<file path="config.mk">
export PLATFORM = sky130hd
export DESIGN_NAME = matrix_determinant
export DESIGN_NICKNAME = d
export VERILOG_FILES = /design/src/rtl/mdet_pkg.sv /design/src/rtl/matrix_determinant.sv
export SDC_FILE = /design/constraint.sdc
export NUM_CORES = 2
export LEC_CHECK = 0
export ABC_AREA = 1
export BUFFER_PORTS_ARGS = -buffer_cell sky130_fd_sc_hd__buf_2
export CAP_MARGIN = 20
export CORE_ASPECT_RATIO = 0.9
export CORE_MARGIN = 5
export CORE_UTILIZATION = 56
export DETAILED_ROUTE_END_ITERATION = 6
export GPL_TIMING_DRIVEN = 0
export HOLD_SLACK_MARGIN = 0.06
export MAX_ROUTING_LAYER = met4
export PLACE_DENSITY = 0.81
export SYNTH_ARGS = -nofsm -noshare
export SYNTH_HDL_FRONTEND = slang
export SYNTH_SLANG_ARGS = --single-unit
</file>
<file path="constraint.sdc">
create_clock -name i_clk -period 6 [get_ports i_clk]
set_input_delay 0.3 -clock i_clk [delete_from_list [all_inputs] [get_ports i_clk]]
set_output_delay 0.3 -clock i_clk [all_outputs]
set_load 0.02 [all_outputs]
</file>
<file path="src/rtl/mdet_pkg.sv">
// Shared types and constants for the matrix determinant block.
package mdet_pkg;

    // Largest matrix side that the store and the permutation table cover.
    localparam int MaxSize = 4;
    localparam int Cells   = MaxSize * MaxSize;
    localparam int PermCount = 24;

    localparam logic [4:0] PermLast = 5'd23;

    // Width of the exact determinant of 4x4 raw 16-bit entries (24 terms of up to 2^60).
    localparam int AccWidth  = 66;
    // Accumulator after the Q32.32 alignment shift of up to 24 bits.
    localparam int WideWidth = AccWidth + 24;

    typedef enum logic [1:0] {
        ST_LOAD,
        ST_PROD,
        ST_ACC,
        ST_CONV
    } t_state;

    // Column picked in rows 0..3 for each permutation, row 0 in the top two bits.
    // The permutations are listed in lexicographic order.
    localparam logic [7:0] PermCols [PermCount] = '{
        8'b00_01_10_11, 8'b00_01_11_10, 8'b00_10_01_11, 8'b00_10_11_01,
        8'b00_11_01_10, 8'b00_11_10_01, 8'b01_00_10_11, 8'b01_00_11_10,
        8'b01_10_00_11, 8'b01_10_11_00, 8'b01_11_00_10, 8'b01_11_10_00,
        8'b10_00_01_11, 8'b10_00_11_01, 8'b10_01_00_11, 8'b10_01_11_00,
        8'b10_11_00_01, 8'b10_11_01_00, 8'b11_00_01_10, 8'b11_00_10_01,
        8'b11_01_00_10, 8'b11_01_10_00, 8'b11_10_00_01, 8'b11_10_01_00
    };

    // Bit p is set when permutation p is odd; in lexicographic order the
    // parity follows the pattern even, odd, odd, even.
    localparam logic [PermCount-1:0] PermOdd = 24'h666666;

    function automatic logic [1:0] perm_col(input logic [4:0] perm, input logic [1:0] row);
        logic [7:0] cols;
        cols = PermCols[perm];
        case (row)
            2'd0:    perm_col = cols[7:6];
            2'd1:    perm_col = cols[5:4];
            2'd2:    perm_col = cols[3:2];
            default: perm_col = cols[1:0];
        endcase
    endfunction

endpackage

</file>
<file path="src/rtl/matrix_determinant.sv">
// Determinant of a square Q8.8 matrix on one shared multiplier, result in saturated Q32.32.
//
// The block takes the entries of an n x n matrix (n = matrix_size, 1 to 4; a size of 0 acts
// as 1 and sizes above 4 act as 4) one per transfer in row-major order, one transfer per
// cycle while loading. After the last entry the input stalls and the determinant is formed
// by full expansion over all 24 permutations of a 4x4 frame: this is the Laplace cofactor
// expansion along the first row carried down to single entries. A smaller matrix sits in
// the top-left corner of that frame with an identity block padding the rest, so every
// size runs the same sequence. Each permutation runs on the single signed 48 x 16
// multiplier in four multiply steps, each entry being fetched from the register store in
// the step before its multiply, then one add or subtract into a 66-bit exact accumulator.
// After all permutations the result is aligned to Q32.32 (shift left by 32 - 8n, exact)
// and clamped to 64 bits; saturated flags a clamp. The result sits in an output register,
// so loading of the next matrix goes on while it waits to be taken; the block holds in its
// final step only if a new result is ready before the previous one has been transferred.
// Writing matrix_size discards any partly loaded matrix and starts loading afresh; it is
// meant to happen only while no computation is under way.
module matrix_determinant
    import mdet_pkg::*;
(
    input  logic               i_clk,
    input  logic               i_rst_n,
    input  logic               i_cfg_we,
    input  logic [2:0]         i_cfg_data,
    input  logic               i_in_valid,
    output logic               o_in_stall,
    input  logic signed [15:0] i_element,
    output logic               o_out_valid,
    input  logic               i_out_stall,
    output logic signed [63:0] o_determinant,
    output logic               o_saturated
);

    t_state r_state, n_state;

    logic [2:0]  r_size;
    logic [4:0]  r_count;
    logic [4:0]  r_perm;
    logic [2:0]  r_k;
    logic signed [15:0] r_store [Cells];
    logic signed [15:0] r_rd;
    logic signed [63:0] r_prod;
    logic signed [AccWidth-1:0] r_acc;
    logic        r_out_valid;
    logic signed [63:0] r_out_det;
    logic        r_out_sat;

    logic [2:0]  w_n;
    logic [4:0]  w_total;
    logic        w_in_acc;
    logic        w_last;
    logic        w_start;
    logic        w_conv_go;
    logic [1:0]  w_row;
    logic [1:0]  w_col;
    logic [3:0]  w_idx;
    logic        w_in_frame;
    logic signed [63:0] w_mul;
    logic signed [AccWidth-1:0] w_term;
    logic signed [WideWidth-1:0] w_wide;
    logic        w_fits;

    // Effective matrix side.
    always_comb begin
        case (r_size)
            3'd0:    w_n = 3'd1;
            3'd1:    w_n = 3'd1;
            3'd2:    w_n = 3'd2;
            3'd3:    w_n = 3'd3;
            default: w_n = 3'd4;
        endcase
    end

    assign w_total  = 5'(w_n) * 5'(w_n);
    assign w_in_acc = i_in_valid && !o_in_stall;
    assign w_last   = (r_count + 5'd1) == w_total;

    // Next state.
    always_comb begin
        n_state = r_state;
        case (r_state)
            ST_LOAD: begin
                if (!i_cfg_we && w_in_acc && w_last) begin
                    n_state = ST_PROD;
                end
            end
            ST_PROD: begin
                if (r_k == 3'd4) begin
                    n_state = ST_ACC;
                end
            end
            ST_ACC: begin
                if (r_perm == PermLast) begin
                    n_state = ST_CONV;
                end else begin
                    n_state = ST_PROD;
                end
            end
            ST_CONV: begin
                if (w_conv_go) begin
                    n_state = ST_LOAD;
                end
            end
            default: n_state = ST_LOAD;
        endcase
    end

    // State outputs.
    always_comb begin
        o_in_stall = 1'b1;
        w_start    = 1'b0;
        w_conv_go  = 1'b0;
        case (r_state)
            ST_LOAD: begin
                o_in_stall = 1'b0;
                w_start    = !i_cfg_we && w_in_acc && w_last;
            end
            ST_PROD: o_in_stall = 1'b1;
            ST_ACC:  o_in_stall = 1'b1;
            ST_CONV: w_conv_go  = !r_out_valid || !i_out_stall;
            default: o_in_stall = 1'b1;
        endcase
    end

    // Entry address for the current multiply step; outside the n x n corner the
    // frame holds the identity.
    assign w_row      = r_k[1:0];
    assign w_col      = perm_col(r_perm, w_row);
    assign w_in_frame = (3'(w_row) < w_n) && (3'(w_col) < w_n);
    assign w_idx      = 4'(w_row) * 4'(w_n) + 4'(w_col);

    // Only three entries have been folded in before the last multiply, so 48 bits hold it.
    assign w_mul  = $signed(r_prod[47:0]) * r_rd;
    assign w_term = AccWidth'(r_prod);

    // Q32.32 alignment: the exact determinant carries 8n fractional bits.
    always_comb begin
        case (w_n)
            3'd1:    w_wide = WideWidth'(r_acc) <<< 24;
            3'd2:    w_wide = WideWidth'(r_acc) <<< 16;
            3'd3:    w_wide = WideWidth'(r_acc) <<< 8;
            default: w_wide = WideWidth'(r_acc);
        endcase
    end

    assign w_fits = w_wide[WideWidth-1:63] == {(WideWidth - 63){w_wide[WideWidth-1]}};

    always_ff @(posedge i_clk) begin
        if (!i_rst_n) begin
            r_state     <= ST_LOAD;
            r_size      <= 3'd4;
            r_count     <= 5'd0;
            r_perm      <= 5'd0;
            r_k         <= 3'd0;
            r_out_valid <= 1'b0;
        end else begin
            r_state <= n_state;
            if (i_cfg_we) begin
                r_size  <= i_cfg_data;
                r_count <= 5'd0;
            end else if (w_in_acc) begin
                r_count <= w_last ? 5'd0 : r_count + 5'd1;
            end
            if (w_start) begin
                r_perm <= 5'd0;
                r_k    <= 3'd0;
            end else if (r_state == ST_PROD) begin
                r_k <= r_k + 3'd1;
            end else if (r_state == ST_ACC) begin
                // The index rests on the last permutation until the next matrix.
                if (r_perm != PermLast) begin
                    r_perm <= r_perm + 5'd1;
                end
                r_k    <= 3'd0;
            end
            if (w_conv_go) begin
                r_out_valid <= 1'b1;
            end else if (!i_out_stall) begin
                r_out_valid <= 1'b0;
            end
        end
    end

    // Matrix store and its registered read port.
    always_ff @(posedge i_clk) begin
        if (!i_cfg_we && w_in_acc) begin
            r_store[r_count[3:0]] <= i_element;
        end
        if (r_state == ST_PROD && r_k != 3'd4) begin
            if (w_in_frame) begin
                r_rd <= r_store[w_idx];
            end else begin
                r_rd <= (w_row == w_col) ? 16'sd1 : 16'sd0;
            end
        end
    end

    // Product and accumulator datapath.
    always_ff @(posedge i_clk) begin
        if (w_start) begin
            r_acc <= '0;
        end
        if (r_state == ST_PROD) begin
            if (r_k == 3'd0) begin
                r_prod <= 64'sd1;
            end else begin
                r_prod <= w_mul;
            end
        end
        if (r_state == ST_ACC) begin
            if (PermOdd[r_perm]) begin
                r_acc <= r_acc - w_term;
            end else begin
                r_acc <= r_acc + w_term;
            end
        end
        if (w_conv_go) begin
            if (w_fits) begin
                r_out_det <= w_wide[63:0];
                r_out_sat <= 1'b0;
            end else begin
                r_out_det <= w_wide[WideWidth-1] ? {1'b1, 63'd0} : {1'b0, {63{1'b1}}};
                r_out_sat <= 1'b1;
            end
        end
    end

    assign o_out_valid   = r_out_valid;
    assign o_determinant = r_out_det;
    assign o_saturated   = r_out_sat;

    // The load counter always stays below the entry count of the current size.
    a_count_range: assert property (@(posedge i_clk) disable iff (!i_rst_n)
        r_count < w_total)
        else $error("load counter beyond matrix size");

    // Conversion is reached only after the last permutation has been added in.
    a_conv_after_all: assert property (@(posedge i_clk) disable iff (!i_rst_n)
        (r_state == ST_CONV) |-> (r_perm == PermLast))
        else $error("conversion before all permutations were summed");

    // The multiply step counter never passes the fourth entry.
    a_step_range: assert property (@(posedge i_clk) disable iff (!i_rst_n)
        (r_state == ST_PROD) |-> (r_k <= 3'd4))
        else $error("multiply step counter out of range");

    // A clamped result is one of the two range limits.
    a_sat_value: assert property (@(posedge i_clk) disable iff (!i_rst_n)
        (o_out_valid && o_saturated) |->
            (o_determinant == {1'b1, 63'd0} || o_determinant == {1'b0, {63{1'b1}}}))
        else $error("saturated result is not a range limit");

endmodule

</file>
==> run_results.csv <==
group,metric,value,unit
status,violations,"setup timing",
job,max_cap_viol_count,0,
yosys,synth_fp_nets,8035,
hold_path,worstHoldPathType,"in2reg",
yosys,seq_area_frac_synth,0.259,
floorplanning,die_h,309,µm
grt,grt_pass1_vias,51684,
timing,tightest_slew,1250,ps
floorplanning,initial_utilization,0.566,
route,viasPerCell,6.02,
timing,rsz0062_at_grt,"yes",
clock_network,clk_pin_slew,70,ps
place,io_buffers,90,
cells_and_area,area_delta_synth_final,19.9,%
clock_network,clk_latency,680,ps
yosys,yosysWarnings,0,
setup_path,criticalPathCategory,"reg2reg",
floorplanning,fp.coreArea,0.0985,mm²
setup_path,crit_fanout,10,
timing,min_period,6460,ps
clock_network,clock_path_buffers,3,
yosys,synth.avg_cell_area,7.90,µm²
timing,max_freq,155,MHz
timing,post-route-period-util,1.08,
cells_and_area,drive_gt1_frac,0.173,
timing,relSlewSlack,0.168,
grt,grt_max_degree,51,
place,dp_hpwl,171000,µm
cells_and_area,final_core_util,0.679,
setup_path,cp.arrival,6850,ps
timing,tns,-10870,ps
setup_path,cp-end-kind,"flip-flop",
setup_path,cp_slowest_cell,"fa_1",
setup_path,path_buf_inv,8,
floorplanning,ios,91,
clock_network,cts_buffers,53,
cells_and_area,fillers,7813,
timing,maxSlewViolCount,0,
setup_path,r2r_slack,-460,ps
clock_network,cts_sinks,487,
route,drc_errors,0,
grt,grt_pass1_wl,326000,µm
grt,antenna_found_initial,14,
route,vias,53056,
cells_and_area,regArea,0.0144,mm²
route,ant_nets,0,
place,place_ws,-2370,ps
setup_path,worst_ep_required_time,6390,ps
setup_path,path_common_cell,"fa_1",
cells_and_area,final_common_cell,"nand2_1",
clock_network,cts_tree,"done",
floorplanning,dieWidth,343,µm
cells_and_area,most-common-layout-cells,"1516 x nand2_1, 1446 x inv_1, 664 x fa_1",
yosys,synth_edf_count,467,
route,routedWlPerCell,25.5,µm
route,drt_wl_total,225000,µm
route,drtIter0Drc,6941,
yosys,synth_cell_types,50,
yosys,syn_area,0.0558,mm²
timing,worst_slack,-460,ps
grt,gr-usage-all-layers,0.427,
timing,whs,91.4,ps
clock_network,root_buffer,"clkbuf_16",
cells_and_area,multi_input_area,0.0378,mm²
status,status,"complete, but fails checks",
setup_path,critPathTopFamily,"adder cells",
clock_network,h-tree-depth,2,
route,firstDrtPassIters,6,
yosys,synth_ff_type,"edfxtp_1",
setup_path,cpPeakStageDelay,650,ps
floorplanning,die-area,0.106,mm²
yosys,synth-seq-cells,487,
timing,report.final.setup_viol,45,
yosys,synthArstFlopShare,0,
timing,hold_viol_final,0,
cells_and_area,nets,8403,
setup_path,startpoint_type,"flip-flop",
floorplanning,rows,109,
yosys,syn_inst,7058,
timing,clock_skew,57.8,ps
grt,grt_remaining_overflow,0,
place,place.gp.congestion,1.07,
logic make-up (layout without fill, tap and decap cells):
family | count (synthesis) | count (layout) | synth area share
xor gates and xnor gates | 90 | 90 | 0.0141
other | 0 | 18 | 0
adders and majority gates | 953 | 953 | 0.310
and+or+nand+nor | 2832 | 2832 | 0.202
AOI/OAI and AO/OA | 837 | 837 | 0.0877
buffers and inverters | 1856 | 2268 | 0.127
DFF | 487 | 487 | 0.259
muxes | 3 | 3 | 0.000539
worst min-delay path: stages:
cell	delay, ps
buf_2	180
o21ai_0	120
a21oi_1	50
timing repair:
| action | in CTS | in global routing |
|---|---|---|
| setup endpoints to repair | 55 | 50 |
| endpoints found under the hold margin | 236 | 0 |
| hold buffers | 23 | 0 |
| pin swaps | 129 | 221 |
| gates cloned | 3 | 4 |
| setup buffers | 136 | 84 |
| resized for setup | 815 | 557 |
cell type report:
type	count	area share
Inverter	1554	0.0876
Timing Repair Buffer	362	0.0473
Multi-Input combinational cell	4715	0.566
Clock buffer	58	0.0201
Clock inverter	41	0.00833
Antenna cell	18	0.000674
Sequential cell	487	0.216
Buffer	253	0.0297
Tap cell	1332	0.0249
synthesized netlist by cell type (all sizes together) (5+ instances only):
master	number	area [µm²]
a211oi	5	37.5
xnor2	18	158
a22oi	27	203
nor3	38	190
fa	713	14300
and2	7	43.8
o21ai	300	1500
nand3b	7	52.6
and3	7	43.8
a21oi	294	1470
o2111ai	14	123
inv	1553	5830
nand4	51	319
o31ai	5	37.5
a21o	8	60.1
o21bai	21	158
o211ai	19	143
clkbuf	191	719
o32ai	61	534
dfxtp	20	400
a31oi	10	62.6
buf	111	532
a21boi	8	60.1
o22ai	14	87.6
xor2	72	631
nand2	1655	6230
ha	240	3000
nor2	805	3040
o221ai	8	70.1
nor4	19	119
edfxtp	467	14000
o22a	15	131
nand3	238	1200
o21a	28	210
sequential cells by signal (all words and copies together) (netlist names), named ones only:
register and count:
r_prod 64, r_count 5, r_rd 16, r_size 3
o_out_valid 1, r_acc 66, r_perm 5, r_store 256
r_k 3, o_determinant 64, o_saturated 1, r_state 2
per-stage QoR:
stage / instances / area (µm²)
6_report: 8820 / 66900
5_1_grt: 8816 / 66900
4_1_cts: 8717 / 64300
3_5_place_dp: 8503 / 58300
3_3_place_gp: 8480 / 57900
2_1_floorplan: 7058 / 55800
final timing paths:
check	startpoint	to	depth (start not counted)
worst min-delay path	i_rst_n	r_size[0]	3
worst max register to register	r_rd[8]	r_prod[51]	25
worst min register to register	r_count[4]	r_count[4]	2
worst max-delay path	r_rd[8]	r_prod[51]	25
layer usage:
layer | global-route usage | share of wire | up-vias
met5 | - | 0 | -
met4 | 0.207 | 0.070 | 0
met3 | 0.138 | 0.15 | 984
met2 | 0.615 | 0.42 | 3947
met1 | 0.548 | 0.36 | 25586
li1 | - | - | 22539
Power is not shown: default switching activity piles up to over one toggle a cycle in this logic, so the estimate is an artifact.
